`config.mk`:
```
export PLATFORM = sky130hd
export DESIGN_NAME = mdio_clause22_master
export DESIGN_NICKNAME = d
export VERILOG_FILES = /design/src/sv/mdio_c22_master.sv /design/src/sv/mdio_c22_pkg.sv /design/src/sv/mdio_clause22_master.sv /design/src/sv/mdio_c22_front.sv /design/src/sv/mdio_c22_queue.sv /design/src/sv/mdio_c22_engine.sv
export VERILOG_INCLUDE_DIRS = /design/src /design/src/sv
export SDC_FILE = /design/constraint.sdc
export NUM_CORES = 1
export LEC_CHECK = 0
export BUFFER_PORTS_ARGS = -buffer_cell sky130_fd_sc_hd__buf_2
export CELL_PAD_IN_SITES_DETAIL_PLACEMENT = 0
export CELL_PAD_IN_SITES_GLOBAL_PLACEMENT = 2
export CORE_MARGIN = 1.5
export CORE_UTILIZATION = 43
export CTS_BUF_LIST = sky130_fd_sc_hd__clkbuf_8
export DETAILED_ROUTE_END_ITERATION = 8
export PLACE_DENSITY_LB_ADDON = 0.1
export SKIP_LAST_GASP = 1
export SYNTH_ARGS = -nofsm -noshare
export SYNTH_HDL_FRONTEND = slang
export SYNTH_SLANG_ARGS = --single-unit
```
`constraint.sdc`:
```
create_clock -name clock -period 6.4 [get_ports clock]
set_input_delay 0.32 -clock clock [delete_from_list [all_inputs] [get_ports clock]]
set_output_delay 0.32 -clock clock [all_outputs]
set_load 0.03 [all_outputs]
```
`src/sv/assert_macros.svh`:
```
// Assertion macros used by the MDIO master top level.
`ifndef ASSERT_MACROS_SVH
`define ASSERT_MACROS_SVH

// Check a condition on every clock edge outside reset.
`define MDIO_ASSERT(label, cond) \
   label: assert property (@(posedge clock) disable iff (reset) (cond)) \
      else $error("mdio assertion failed");

// Check that a condition holds in the cycle after a trigger.
`define MDIO_ASSERT_NEXT(label, ante, cons) \
   label: assert property (@(posedge clock) disable iff (reset) (ante) |=> (cons)) \
      else $error("mdio assertion failed");

`endif

```
`src/sv/mdio_c22_master.sv`:
```
// The clause 22 MDIO master top level (configuration registers, front, queue, sequencer) is in mdio_clause22_master.sv.

```
`src/sv/mdio_c22_pkg.sv`:
```
// Types and constants shared by the MDIO clause 22 master modules.
package mdio_c22_pkg;

   // request mode codes on the input word
   localparam logic [1:0] MODE_READ  = 2'd1;
   localparam logic [1:0] MODE_WRITE = 2'd2;

   // configuration register indexes
   localparam logic [1:0] CSR_HALF_PERIOD  = 2'd0;
   localparam logic [1:0] CSR_PREAMBLE_LEN = 2'd1;
   localparam logic [1:0] CSR_PREAMBLE_WR  = 2'd2;

   // frame header fields
   localparam logic [3:0] START_OP_READ  = 4'b0110;
   localparam logic [3:0] START_OP_WRITE = 4'b0101;
   localparam logic [1:0] TA_WRITE       = 2'b10;

   // slot counts
   localparam logic [5:0] PREAMBLE_MAX     = 6'd32;
   localparam logic [5:0] READ_SHIFT_BITS  = 6'd14;
   localparam logic [5:0] WRITE_SHIFT_BITS = 6'd32;
   localparam logic [5:0] DATA_BITS        = 6'd16;
   localparam logic [5:0] SINGLE_SLOT      = 6'd1;

   // configuration reset values
   localparam logic [7:0] HALF_PERIOD_RESET = 8'd1;

   typedef enum logic [1:0] {
      CMD_TICK,
      CMD_READ,
      CMD_WRITE
   } cmd_kind_type;

   typedef enum logic [2:0] {
      PH_IDLE,
      PH_LEAD,
      PH_PRE,
      PH_SHIFT,
      PH_TA,
      PH_DATA,
      PH_TRAIL
   } phase_type;

   // classified word passed from the front to the sequencer
   typedef struct packed {
      cmd_kind_type kind;
      logic [31:0]  tx_word;
      logic         mdio_in;
   } cmd_type;

   typedef struct packed {
      logic [7:0] half_period_ticks;
      logic [5:0] preamble_length;
      logic       preamble_on_write;
   } cfg_type;

   typedef struct packed {
      logic        mdc;
      logic        mdio_out;
      logic        mdio_drive;
      logic        busy_res;
      logic [15:0] read_data;
      logic        read_done;
      logic        request_rejected;
   } rsp_type;

endpackage

```
`src/sv/mdio_clause22_master.sv`:
```
// Clause 22 MDIO master advanced by tick words. Every input word (a tick, a read
// request or a write request) yields exactly one result word with the MDC and MDIO
// pin levels after that tick. A word passes a classifying input register, a
// two-entry queue and the frame sequencer, whose step is held in the result
// register; the sustained rate is one word per cycle while the result side is
// ready. MDC runs at half_period_ticks ticks per half period; requests that arrive
// while a frame is running are dropped and flagged with request_rejected. The user
// must write registers through the csr port only while no word is in flight; the
// block does not enforce this.
`include "assert_macros.svh"

module mdio_clause22_master (
   input  logic        clock,
   input  logic        reset,
   input  logic        csr_valid,
   output logic        csr_ready,
   input  logic [1:0]  csr_index,
   input  logic [7:0]  csr_write_data,
   input  logic        req_valid,
   output logic        req_ready,
   input  logic [1:0]  req_mode,
   input  logic [4:0]  req_phy_address,
   input  logic [4:0]  req_register_address,
   input  logic [15:0] req_write_data,
   input  logic        req_mdio_in,
   output logic        rsp_valid,
   input  logic        rsp_ready,
   output logic        rsp_mdc,
   output logic        rsp_mdio_out,
   output logic        rsp_mdio_drive,
   output logic        rsp_busy_res,
   output logic [15:0] rsp_read_data,
   output logic        rsp_read_done,
   output logic        rsp_request_rejected
);
   import mdio_c22_pkg::*;

   cfg_type cfg_ff, cfg_in;
   logic    push_valid, push_ready;
   cmd_type push_cmd;
   logic    pop_valid, pop_ready;
   cmd_type pop_cmd;
   rsp_type rsp;

   assign csr_ready = 1'b1;

   // decode configuration writes
   always_comb begin
      cfg_in = cfg_ff;
      if (csr_valid) begin
         case (csr_index)
            CSR_HALF_PERIOD:  cfg_in.half_period_ticks = csr_write_data;
            CSR_PREAMBLE_LEN: cfg_in.preamble_length   = csr_write_data[5:0];
            CSR_PREAMBLE_WR:  cfg_in.preamble_on_write = csr_write_data[0];
            default: begin
            end
         endcase
      end
   end

   always_ff @(posedge clock) begin
      if (reset) begin
         cfg_ff.half_period_ticks <= HALF_PERIOD_RESET;
         cfg_ff.preamble_length   <= PREAMBLE_MAX;
         cfg_ff.preamble_on_write <= 1'b0;
      end else begin
         cfg_ff <= cfg_in;
      end
   end

   mdio_c22_front u_front (
      .clock                (clock),
      .reset                (reset),
      .req_valid            (req_valid),
      .req_ready            (req_ready),
      .req_mode             (req_mode),
      .req_phy_address      (req_phy_address),
      .req_register_address (req_register_address),
      .req_write_data       (req_write_data),
      .req_mdio_in          (req_mdio_in),
      .push_valid           (push_valid),
      .push_ready           (push_ready),
      .push_cmd             (push_cmd)
   );

   mdio_c22_queue u_queue (
      .clock      (clock),
      .reset      (reset),
      .push_valid (push_valid),
      .push_ready (push_ready),
      .push_cmd   (push_cmd),
      .pop_valid  (pop_valid),
      .pop_ready  (pop_ready),
      .pop_cmd    (pop_cmd)
   );

   mdio_c22_engine u_engine (
      .clock     (clock),
      .reset     (reset),
      .cfg       (cfg_ff),
      .cmd_valid (pop_valid),
      .cmd_ready (pop_ready),
      .cmd       (pop_cmd),
      .rsp_valid (rsp_valid),
      .rsp_ready (rsp_ready),
      .rsp       (rsp)
   );

   // split the result word onto its ports
   assign rsp_mdc              = rsp.mdc;
   assign rsp_mdio_out         = rsp.mdio_out;
   assign rsp_mdio_drive       = rsp.mdio_drive;
   assign rsp_busy_res         = rsp.busy_res;
   assign rsp_read_data        = rsp.read_data;
   assign rsp_read_done        = rsp.read_done;
   assign rsp_request_rejected = rsp.request_rejected;

   // released MDIO carries a low level
   `MDIO_ASSERT(a_released_low, !(rsp_valid && !rsp_mdio_drive && rsp_mdio_out))
   // a completed read leaves the master idle
   `MDIO_ASSERT(a_done_idle, !(rsp_valid && rsp_read_done && rsp_busy_res))
   // MDC idles high
   `MDIO_ASSERT(a_idle_mdc_high, !(rsp_valid && !rsp_busy_res && !rsp_mdc))
   // a word taken by the sequencer shows up as a result on the next cycle
   `MDIO_ASSERT_NEXT(a_step_result, pop_valid && pop_ready, rsp_valid)

endmodule

```
`src/sv/mdio_c22_front.sv`:
```
// Front stage: accept request words, classify them and build the frame header.
module mdio_c22_front (
   input  logic                  clock,
   input  logic                  reset,
   input  logic                  req_valid,
   output logic                  req_ready,
   input  logic [1:0]            req_mode,
   input  logic [4:0]            req_phy_address,
   input  logic [4:0]            req_register_address,
   input  logic [15:0]           req_write_data,
   input  logic                  req_mdio_in,
   output logic                  push_valid,
   input  logic                  push_ready,
   output mdio_c22_pkg::cmd_type push_cmd
);
   import mdio_c22_pkg::*;

   logic    valid_ff, valid_in;
   cmd_type cmd_ff, cmd_in;
   logic    accept;

   assign req_ready  = !valid_ff || push_ready;
   assign accept     = req_valid && req_ready;
   assign push_valid = valid_ff;
   assign push_cmd   = cmd_ff;

   // classify the incoming word and build the shift word of its frame
   always_comb begin
      cmd_in.mdio_in = req_mdio_in;
      case (req_mode)
         MODE_READ: begin
            cmd_in.kind    = CMD_READ;
            cmd_in.tx_word = {START_OP_READ, req_phy_address, req_register_address, 18'd0};
         end
         MODE_WRITE: begin
            cmd_in.kind    = CMD_WRITE;
            cmd_in.tx_word = {START_OP_WRITE, req_phy_address, req_register_address,
                              TA_WRITE, req_write_data};
         end
         default: begin
            cmd_in.kind    = CMD_TICK;
            cmd_in.tx_word = 32'd0;
         end
      endcase
   end

   // hold the word until the queue takes it
   always_comb begin
      valid_in = valid_ff;
      if (accept) begin
         valid_in = 1'b1;
      end else if (push_ready) begin
         valid_in = 1'b0;
      end
   end

   always_ff @(posedge clock) begin
      if (reset) begin
         valid_ff <= 1'b0;
      end else begin
         valid_ff <= valid_in;
      end
   end

   always_ff @(posedge clock) begin
      if (accept) begin
         cmd_ff <= cmd_in;
      end
   end

endmodule

```
`src/sv/mdio_c22_queue.sv`:
```
// Two-entry queue between the front stage and the frame sequencer.
module mdio_c22_queue (
   input  logic                  clock,
   input  logic                  reset,
   input  logic                  push_valid,
   output logic                  push_ready,
   input  mdio_c22_pkg::cmd_type push_cmd,
   output logic                  pop_valid,
   input  logic                  pop_ready,
   output mdio_c22_pkg::cmd_type pop_cmd
);
   import mdio_c22_pkg::*;

   cmd_type    entry_ff [2];
   logic       wr_ptr_ff, wr_ptr_in;
   logic       rd_ptr_ff, rd_ptr_in;
   logic [1:0] count_ff, count_in;
   logic       push, pop;

   assign push_ready = (count_ff != 2'd2);
   assign pop_valid  = (count_ff != 2'd0);
   assign push       = push_valid && push_ready;
   assign pop        = pop_valid && pop_ready;
   assign pop_cmd    = entry_ff[rd_ptr_ff];

   // advance pointers and occupancy
   always_comb begin
      wr_ptr_in = push ? !wr_ptr_ff : wr_ptr_ff;
      rd_ptr_in = pop ? !rd_ptr_ff : rd_ptr_ff;
      count_in  = count_ff;
      if (push && !pop) begin
         count_in = count_ff + 2'd1;
      end else if (pop && !push) begin
         count_in = count_ff - 2'd1;
      end
   end

   always_ff @(posedge clock) begin
      if (reset) begin
         wr_ptr_ff <= 1'b0;
         rd_ptr_ff <= 1'b0;
         count_ff  <= 2'd0;
      end else begin
         wr_ptr_ff <= wr_ptr_in;
         rd_ptr_ff <= rd_ptr_in;
         count_ff  <= count_in;
      end
   end

   always_ff @(posedge clock) begin
      if (push) begin
         entry_ff[wr_ptr_ff] <= push_cmd;
      end
   end

endmodule

```
`src/sv/mdio_c22_engine.sv`:
```
// Frame sequencer: one step per word, MDC divider, shift registers, result register.
module mdio_c22_engine (
   input  logic                  clock,
   input  logic                  reset,
   input  mdio_c22_pkg::cfg_type cfg,
   input  logic                  cmd_valid,
   output logic                  cmd_ready,
   input  mdio_c22_pkg::cmd_type cmd,
   output logic                  rsp_valid,
   input  logic                  rsp_ready,
   output mdio_c22_pkg::rsp_type rsp
);
   import mdio_c22_pkg::*;

   phase_type   phase_ff, phase_in;
   logic [5:0]  count_ff, count_in;
   logic [7:0]  tdiv_ff, tdiv_in;
   logic        clk_ff, clk_in;
   logic        data_ff, data_in;
   logic        is_read_ff, is_read_in;
   logic [31:0] tx_ff, tx_in;
   logic [15:0] rx_ff, rx_in;
   logic [15:0] held_ff, held_in;
   logic        rsp_valid_ff, rsp_valid_in;
   rsp_type     rsp_ff, rsp_in;

   logic        step;
   logic        request;
   logic        rejected, done;
   logic        enter;
   phase_type   target;
   logic [7:0]  half;
   logic [7:0]  tdiv_next;
   logic [5:0]  count_dec;
   logic [5:0]  pre_len;
   logic        drive;

   assign cmd_ready = !rsp_valid_ff || rsp_ready;
   assign step      = cmd_valid && cmd_ready;
   assign rsp_valid = rsp_valid_ff;
   assign rsp       = rsp_ff;

   assign request   = (cmd.kind == CMD_READ) || (cmd.kind == CMD_WRITE);
   assign half      = (cfg.half_period_ticks == 8'd0) ? 8'd1 : cfg.half_period_ticks;
   assign tdiv_next = tdiv_ff + 8'd1;
   assign count_dec = (count_ff != 6'd0) ? count_ff - 6'd1 : 6'd0;
   assign pre_len   = (cfg.preamble_length > PREAMBLE_MAX) ? PREAMBLE_MAX
                                                          : cfg.preamble_length;

   // next state of the sequencer for one word
   always_comb begin
      phase_in   = phase_ff;
      count_in   = count_ff;
      tdiv_in    = tdiv_ff;
      clk_in     = clk_ff;
      data_in    = data_ff;
      is_read_in = is_read_ff;
      tx_in      = tx_ff;
      rx_in      = rx_ff;
      held_in    = held_ff;
      rejected   = 1'b0;
      done       = 1'b0;
      enter      = 1'b0;
      target     = PH_IDLE;

      if (phase_ff == PH_IDLE) begin
         // start a frame on a request
         if (request) begin
            is_read_in = (cmd.kind == CMD_READ);
            tdiv_in    = 8'd0;
            clk_in     = 1'b0;
            tx_in      = cmd.tx_word;
            enter      = 1'b1;
            if (cmd.kind == CMD_READ) begin
               target = PH_LEAD;
            end else if (cfg.preamble_on_write) begin
               target = PH_PRE;
            end else begin
               target = PH_SHIFT;
            end
         end
      end else begin
         rejected = request;
         tdiv_in  = tdiv_next;
         if (tdiv_next >= half) begin
            tdiv_in = 8'd0;
            if (!clk_ff) begin
               // rising MDC: sample read data
               clk_in = 1'b1;
               if (phase_ff == PH_DATA) begin
                  rx_in = {rx_ff[14:0], cmd.mdio_in};
               end
            end else begin
               // end of a bit slot
               if (phase_ff == PH_SHIFT) begin
                  tx_in = {tx_ff[30:0], 1'b0};
               end
               count_in = count_dec;
               clk_in   = 1'b0;
               if (count_dec != 6'd0) begin
                  if (phase_ff == PH_SHIFT) begin
                     data_in = tx_ff[30];
                  end
               end else begin
                  case (phase_ff)
                     PH_LEAD: begin
                        enter  = 1'b1;
                        target = PH_PRE;
                     end
                     PH_PRE: begin
                        enter  = 1'b1;
                        target = PH_SHIFT;
                     end
                     PH_SHIFT: begin
                        if (is_read_ff) begin
                           enter  = 1'b1;
                           target = PH_TA;
                        end
                     end
                     PH_TA: begin
                        enter  = 1'b1;
                        target = PH_DATA;
                     end
                     PH_DATA: begin
                        enter  = 1'b1;
                        target = PH_TRAIL;
                     end
                     default: begin
                     end
                  endcase
                  // close the frame
                  if (!enter) begin
                     done = (phase_ff == PH_TRAIL);
                     if (done) begin
                        held_in = rx_ff;
                     end
                     phase_in = PH_IDLE;
                     count_in = 6'd0;
                     clk_in   = 1'b1;
                     data_in  = 1'b0;
                  end
               end
            end
         end
      end

      // load the slot count and data level of a new segment
      if (enter) begin
         if ((target == PH_PRE) && (pre_len != 6'd0)) begin
            phase_in = PH_PRE;
            count_in = pre_len;
            data_in  = 1'b1;
         end else begin
            phase_in = (target == PH_PRE) ? PH_SHIFT : target;
            data_in  = 1'b0;
            case (phase_in)
               PH_SHIFT: begin
                  count_in = is_read_in ? READ_SHIFT_BITS : WRITE_SHIFT_BITS;
                  data_in  = tx_in[31];
               end
               PH_DATA: begin
                  count_in = DATA_BITS;
               end
               default: begin
                  count_in = SINGLE_SLOT;
               end
            endcase
         end
      end
   end

   // form the result word
   always_comb begin
      drive                   = (phase_in == PH_PRE) || (phase_in == PH_SHIFT);
      rsp_in.mdc              = clk_in;
      rsp_in.mdio_out         = drive && data_in;
      rsp_in.mdio_drive       = drive;
      rsp_in.busy_res         = (phase_in != PH_IDLE);
      rsp_in.read_data        = held_in;
      rsp_in.read_done        = done;
      rsp_in.request_rejected = rejected;
      rsp_valid_in            = step || (rsp_valid_ff && !rsp_ready);
   end

   always_ff @(posedge clock) begin
      if (reset) begin
         phase_ff     <= PH_IDLE;
         count_ff     <= 6'd0;
         tdiv_ff      <= 8'd0;
         clk_ff       <= 1'b1;
         data_ff      <= 1'b0;
         is_read_ff   <= 1'b0;
         tx_ff        <= 32'd0;
         rx_ff        <= 16'd0;
         held_ff      <= 16'd0;
         rsp_valid_ff <= 1'b0;
      end else begin
         rsp_valid_ff <= rsp_valid_in;
         if (step) begin
            phase_ff   <= phase_in;
            count_ff   <= count_in;
            tdiv_ff    <= tdiv_in;
            clk_ff     <= clk_in;
            data_ff    <= data_in;
            is_read_ff <= is_read_in;
            tx_ff      <= tx_in;
            rx_ff      <= rx_in;
            held_ff    <= held_in;
         end
      end
   end

   always_ff @(posedge clock) begin
      if (step) begin
         rsp_ff <= rsp_in;
      end
   end

endmodule

```
After elaboration in Yosys (flattened, before gate mapping)
Memories as Yosys holds them, arrays and structs flattened. A register that Yosys moved wholly into a read port is not among the register bits.
Cells that the tools add are included.
Widths: inputs -> output; s select.
{ "totals": {"output_inout_bits": 25, "ramBits": 70, "memories": 1, "inputBits": 44, "regBits": 162} }
{ "memory_table": {"columns": ["memory", "depth", "width", "rd", "rd_clocked_by_memory_dff", "write_ports", "line_no", "text"], "rows": [
  ["u_queue.entry_ff", 2, 35, 1, 1, 1, "mdio_c22_queue.sv:14", "cmd_type entry_ff [2];"]
]} }
{ "op_classes": {"n_reduce_logical": 44, "mux": 80, "n_eq_ne": 20, "bitwise": 3, "n_lt_le_gt_ge": 2, "addsub": 4} }
{ "ops": {"columns": ["op", "count"], "rows": [
  ["$mux 32", 5],
  ["$mux 16", 6],
  ["$pmux 34 s2", 1],
  ["$mux 6", 10],
  ["$mux 3", 15],
  ["$mux 1", 34],
  ["$mux 8", 4],
  ["$eq 3x2->1 const B", 6],
  ["$reduce_bool 6->1", 3],
  ["$reduce_bool 2->1", 8],
  ["$pmux 3 s5", 1],
  ["$eq 3x3->1 const B", 4],
  ["$pmux 6 s2", 1],
  ["$reduce_and 5->1", 2],
  ["$add 8x1->8 const B", 1],
  ["$ge 8x8->1", 1],
  ["$logic_and 1x1->1", 8],
  ["$logic_not 8->1", 1],
  ["$reduce_and 2->1", 4],
  ["$logic_not 1->1", 7],
  ["$eq 2x1->1 const B", 3],
  ["$eq 2x2->1 const B", 3],
  ["$gt 6x6->1 const B", 1],
  ["$sub 6x1->6 const B", 1],
  ["other kinds (15)", 23]
]} }

Logic depth before layout (Yosys ltp)
{ "depth": {"depth_word": 16, "mapped_depth": 14} }

By module
Synthesis repeated with hierarchy kept, for this count alone.
{ "unflattened": {"cells_unflattened": 813, "hier_area_um2": 9914.5} }
{ "by_module_without_submodules": {"columns": ["mod", "cells_each", "area_each_um2", "instances", "seq_area_each_um2"], "rows": [
  ["mdio_c22_engine", 540, 5268.8, 1, 2362.3],
  ["mdio_c22_queue", 133, 2738.9, 1, 2202.1],
  ["mdio_c22_front", 75, 1236.2, 1, 920.9],
  ["mdio_clause22_master", 65, 670.6, 1, 300.3]
]} }

Worst setup path after synthesis
OpenSTA, ideal clock, no wires.
{ "synth_path": {"path_type": "reg2reg", "startpoint": "reg u_engine.tdiv_ff[0]", "endpoint": "reg u_engine.rsp_ff, in the netlist u_engine.rsp[18], data pin", "synth_period_minus_slack_ns": 3.039, "path_slack_ns": 3.361, "setup_time_ns": 0.269, "t_arrival_ns": 2.770, "required_time_ns": 6.131, "path_stages_with_launch": 14, "cell_sequence": "dfxtp_1 > ha_1 > nand3_1 > nor2_1 > xor2_1 > ha_1 > and2_1 > a221oi_1 > o32ai_2 > buf_6 > a41o_1 > a31o_2 > a31oi_1 > nand3_1"} }
{ "synth_lines": {"columns": ["element", "line_no", "text"], "rows": [
  ["start, declared", "mdio_c22_engine.sv:17", "logic [7:0] tdiv_ff, tdiv_in;"],
  ["start signal, assigned", "mdio_c22_engine.sv:202", "tdiv_ff <= tdiv_in;"],
  ["end signal, assigned", "mdio_c22_engine.sv:215", "rsp_ff <= rsp_in;"],
  ["end, declared", "mdio_c22_engine.sv:25", "rsp_type rsp_ff, rsp_in;"]
]} }

==> results.cfg <==
[cts]
h-tree-depth = 2
cts-buffers-inserted = 39
tritoncts = yes
clkLatencyLatePin_ns = 0.53
cts.sinks = 218
cts.clk_slew.worst_paths_ns = 0.06
clock_path_buffers = 3
root_buffer = clkbuf_8
cts_resized = 0
cts_setup_buffers = 0

[global_route]
grt.total_usage_pct = 16.4
grt_pass1_wl_um = 29100
antenna_found_initial = 0
grt_start_max_net_pins = 67
grt-ovfl-total = 0
grt_pass1_vias = 5944

[synthesis]
synth_xor_area_share_pct = 1.24
syn_area_per_cell_um2 = 11.3
syn_area_mm2 = 0.00919
yosys.area_share.simple_pct = 13.9
syn-num-nets = 879
synth_cell_types = 63
synth_seq_area_share_pct = 59.7
ys_warn_count = 0
synthMuxAreaShare_pct = 7.99
synth_edf_count = 112
async_flop_share_pct = 0
ys_ff_latch = 218
synth_ff_type = edfxtp_1
synthCells = 817
synth_compound_area_share_pct = 11.5
synth_top_family_by_area = simple AND/OR/NAND/NOR gates
synth_fa_ha_area_share_pct = 2.45

[timing]
fmax_mhz = 256
maxSlewHeadroom_pct = 33.2
setup_tns_ns = 0
worst_slew_pin_slew_ns = 0.997
setup_viol = 0
finalHoldViolCount = 0
drv_slew = 0
post-route-period-util_pct = 61.1
fin_skew_ns = 0.0255
min_period_ns = 3.91
rsz0062_at_grt = no

[worst_setup_path]
reg2regPathDepth = 12
r2r-start = u_engine.tdiv_ff[0]$_SDFFE_PP0P_
path_max_fanout = 12
setup.worst_path.class = flop to flop
start_kind = flop
required_ns = 6.67
timing.rr.end = u_engine.rsp[18]$_DFFE_PP_
crit_arrival_ns = 4.18
cp-end-kind = flop
reg2reg_setup_slack_ns = 2.49

[run]
cap_violations = 0

[routing]
avgRoutedWirePerCell_um = 14.6
detail_route.iter0.violations = 293
vias = 6101
first_pass_iters = 4
drc_errors = 0
drt-vias-per-instance = 5.08
drt-total-wl_um = 17500
ant_nets = 0

[floorplanning]
die_w_um = 149
rows = 53
pin_count = 69
dieHeight_um = 149
start_util_pct = 43.7
core_mm2 = 0.0210
die_area_mm2 = 0.0223

[pwr]
vdd_drop_max_mv = 0.188
p_leak_uw = 0.00423
power.density_mw_per_mm2 = 490

[layout]
nNetsFinal = 958
finalInstanceArea_mm2 = 0.0106
area_delta_synth_final_pct = 15.5
n_fill_cell = 1886
mostFrequentLayoutCells = nor2_1 (164), edfxtp_1 (112), dfxtp_1 (105)
drive_gt1_share_pct = 17.4
layout_commonest_cell = nor2_1
diodes = 0

[run_status]
status = finished clean

[place]
numPortBuffers = 67
gp_congestion = 0.844
hpwl_um = 10800
dpl-instance-area_mm2 = 0.00977

[hold_path]
min_path_type = input port to flop
worstHoldStart = csr_write_data[0]
min_to = cfg_ff[7]$_SDFFE_PP1P_
hold_path_depth = 2
## flip-flops by register name (all words and copies together), names as in the netlist, 2 cells and up, named ones only
signal and count:
u_engine.tdiv_ff 8, u_engine.phase_ff 3, u_queue.entry_ff 60, u_engine.held_ff 16, u_engine.rx_ff 16, u_front.push_cmd 30, u_queue.count_ff 2, u_engine.rsp 22
u_engine.tx_ff 32, u_engine.count_ff 6, cfg_ff 15
## cell type report
| cell class | instances | area (um2) | area share [%] |
|---|---|---|---|
| inverter | 26 | 97.6 | 0.919 |
| clock inverter | 22 | 131 | 1.24 |
| multi-input combinational | 529 | 3420 | 32.2 |
| sequential | 218 | 5490 | 51.7 |
| timing repair buffer | 82 | 460 | 4.34 |
| clock buffer | 49 | 674 | 6.35 |
| tap | 275 | 344 | 3.24 |
## cells in the mapped netlist, types with 6 or more instances
library cell	instances	area share, %
nor2_1	165	6.7
edfxtp_1	112	37
dfxtp_1	106	23
mux2i_1	52	5.7
a21oi_1	49	2.7
clkbuf_1	33	1.3
and2_1	29	2.0
a211oi_1	28	2.3
inv_1	25	1.0
nand2_1	20	0.82
ha_1	18	2.5
o21a_1	18	1.5
nor3_1	14	0.76
nand3_1	10	0.54
a22oi_1	9	0.74
mux2_4	9	1.5
xor2_1	9	0.86
a21o_1	7	0.57
mux2_2	7	0.86
nand4_1	7	0.48
a31oi_1	6	0.41
nand2b_1	6	0.41
o211ai_1	6	0.49
## stage by stage
stage                     hold slack [ns]  power (uW)  worst slack (ns)  utilization [%]  instances
after CTS                          0.0123        5280              2.50             50.5       1201
after floorplan                     0.419        3520              3.36                -        817
after global routing               0.0196        5590              2.08             50.5       1201
after detailed placement            0.429        3950              2.53             46.5       1126
after global placement              0.422        3920              2.62             46.5       1126
final                              0.0596        5200              2.49             50.5       1201
## where the power goes
group,internal [uW],leakage [uW],total [uW],switching [uW]
logic,689,0.00184,1850,1160
registers,1840,0.00194,2060,222
clock network,734,0.000454,1290,556
## worst max path at each step
stage	start	slack (ns)	cells after the start	endpoint
after floorplan	u_engine.tdiv_ff[0]$_SDFFE_PP0P_	3.36	13	u_engine.rsp[18]$_DFFE_PP_
after CTS	u_engine.tdiv_ff[0]$_SDFFE_PP0P_	2.50	12	u_engine.rsp[18]$_DFFE_PP_
after global routing	u_engine.tdiv_ff[0]$_SDFFE_PP0P_	2.08	12	u_engine.rsp[18]$_DFFE_PP_
after detailed placement	u_engine.tdiv_ff[0]$_SDFFE_PP0P_	2.53	12	u_engine.rsp[18]$_DFFE_PP_
after global placement	u_engine.tdiv_ff[0]$_SDFFE_PP0P_	2.62	12	u_engine.rsp[18]$_DFFE_PP_
final	u_engine.tdiv_ff[0]$_SDFFE_PP0P_	2.49	12	u_engine.rsp[18]$_DFFE_PP_
## layer usage
layer  wire [um]  vias up  track usage (%)
met5           0        -                0
met4         303        0             5.54
met3         688       28             3.55
met2        8350      116             27.7
met1        8140     2869             20.8
li1            -     3088                -
## kinds of logic (layout without fill, tap and decap cells)
family          count (synthesis)  in the layout
buf+inv                        70            179
other cells                     1              1
fa+ha+maj                      18             18
xor+xnor                       13             13
flops                         218            218
mux                            68             68
compound gates                155            155
simple gates                  274            274
## worst max-delay path: stages (launching register included)
cell,delay [ns]
dfxtp_1,0.40
ha_1,0.22
nand3_1,0.12
nor2_1,0.16
xor2_1,0.23
ha_1,0.26
and2_1,0.16
a221oi_1,0.36
o32ai_2,0.28
a31oi_1,0.87
inv_1,0.22
a31oi_1,0.26
nand3_1,0.11
## timing repair
item,in CTS,in global routing
setup endpoints to repair,0,0
hold buffers,4,0
endpoints found under the hold margin,4,0
(Power assumes the default switching activity.)
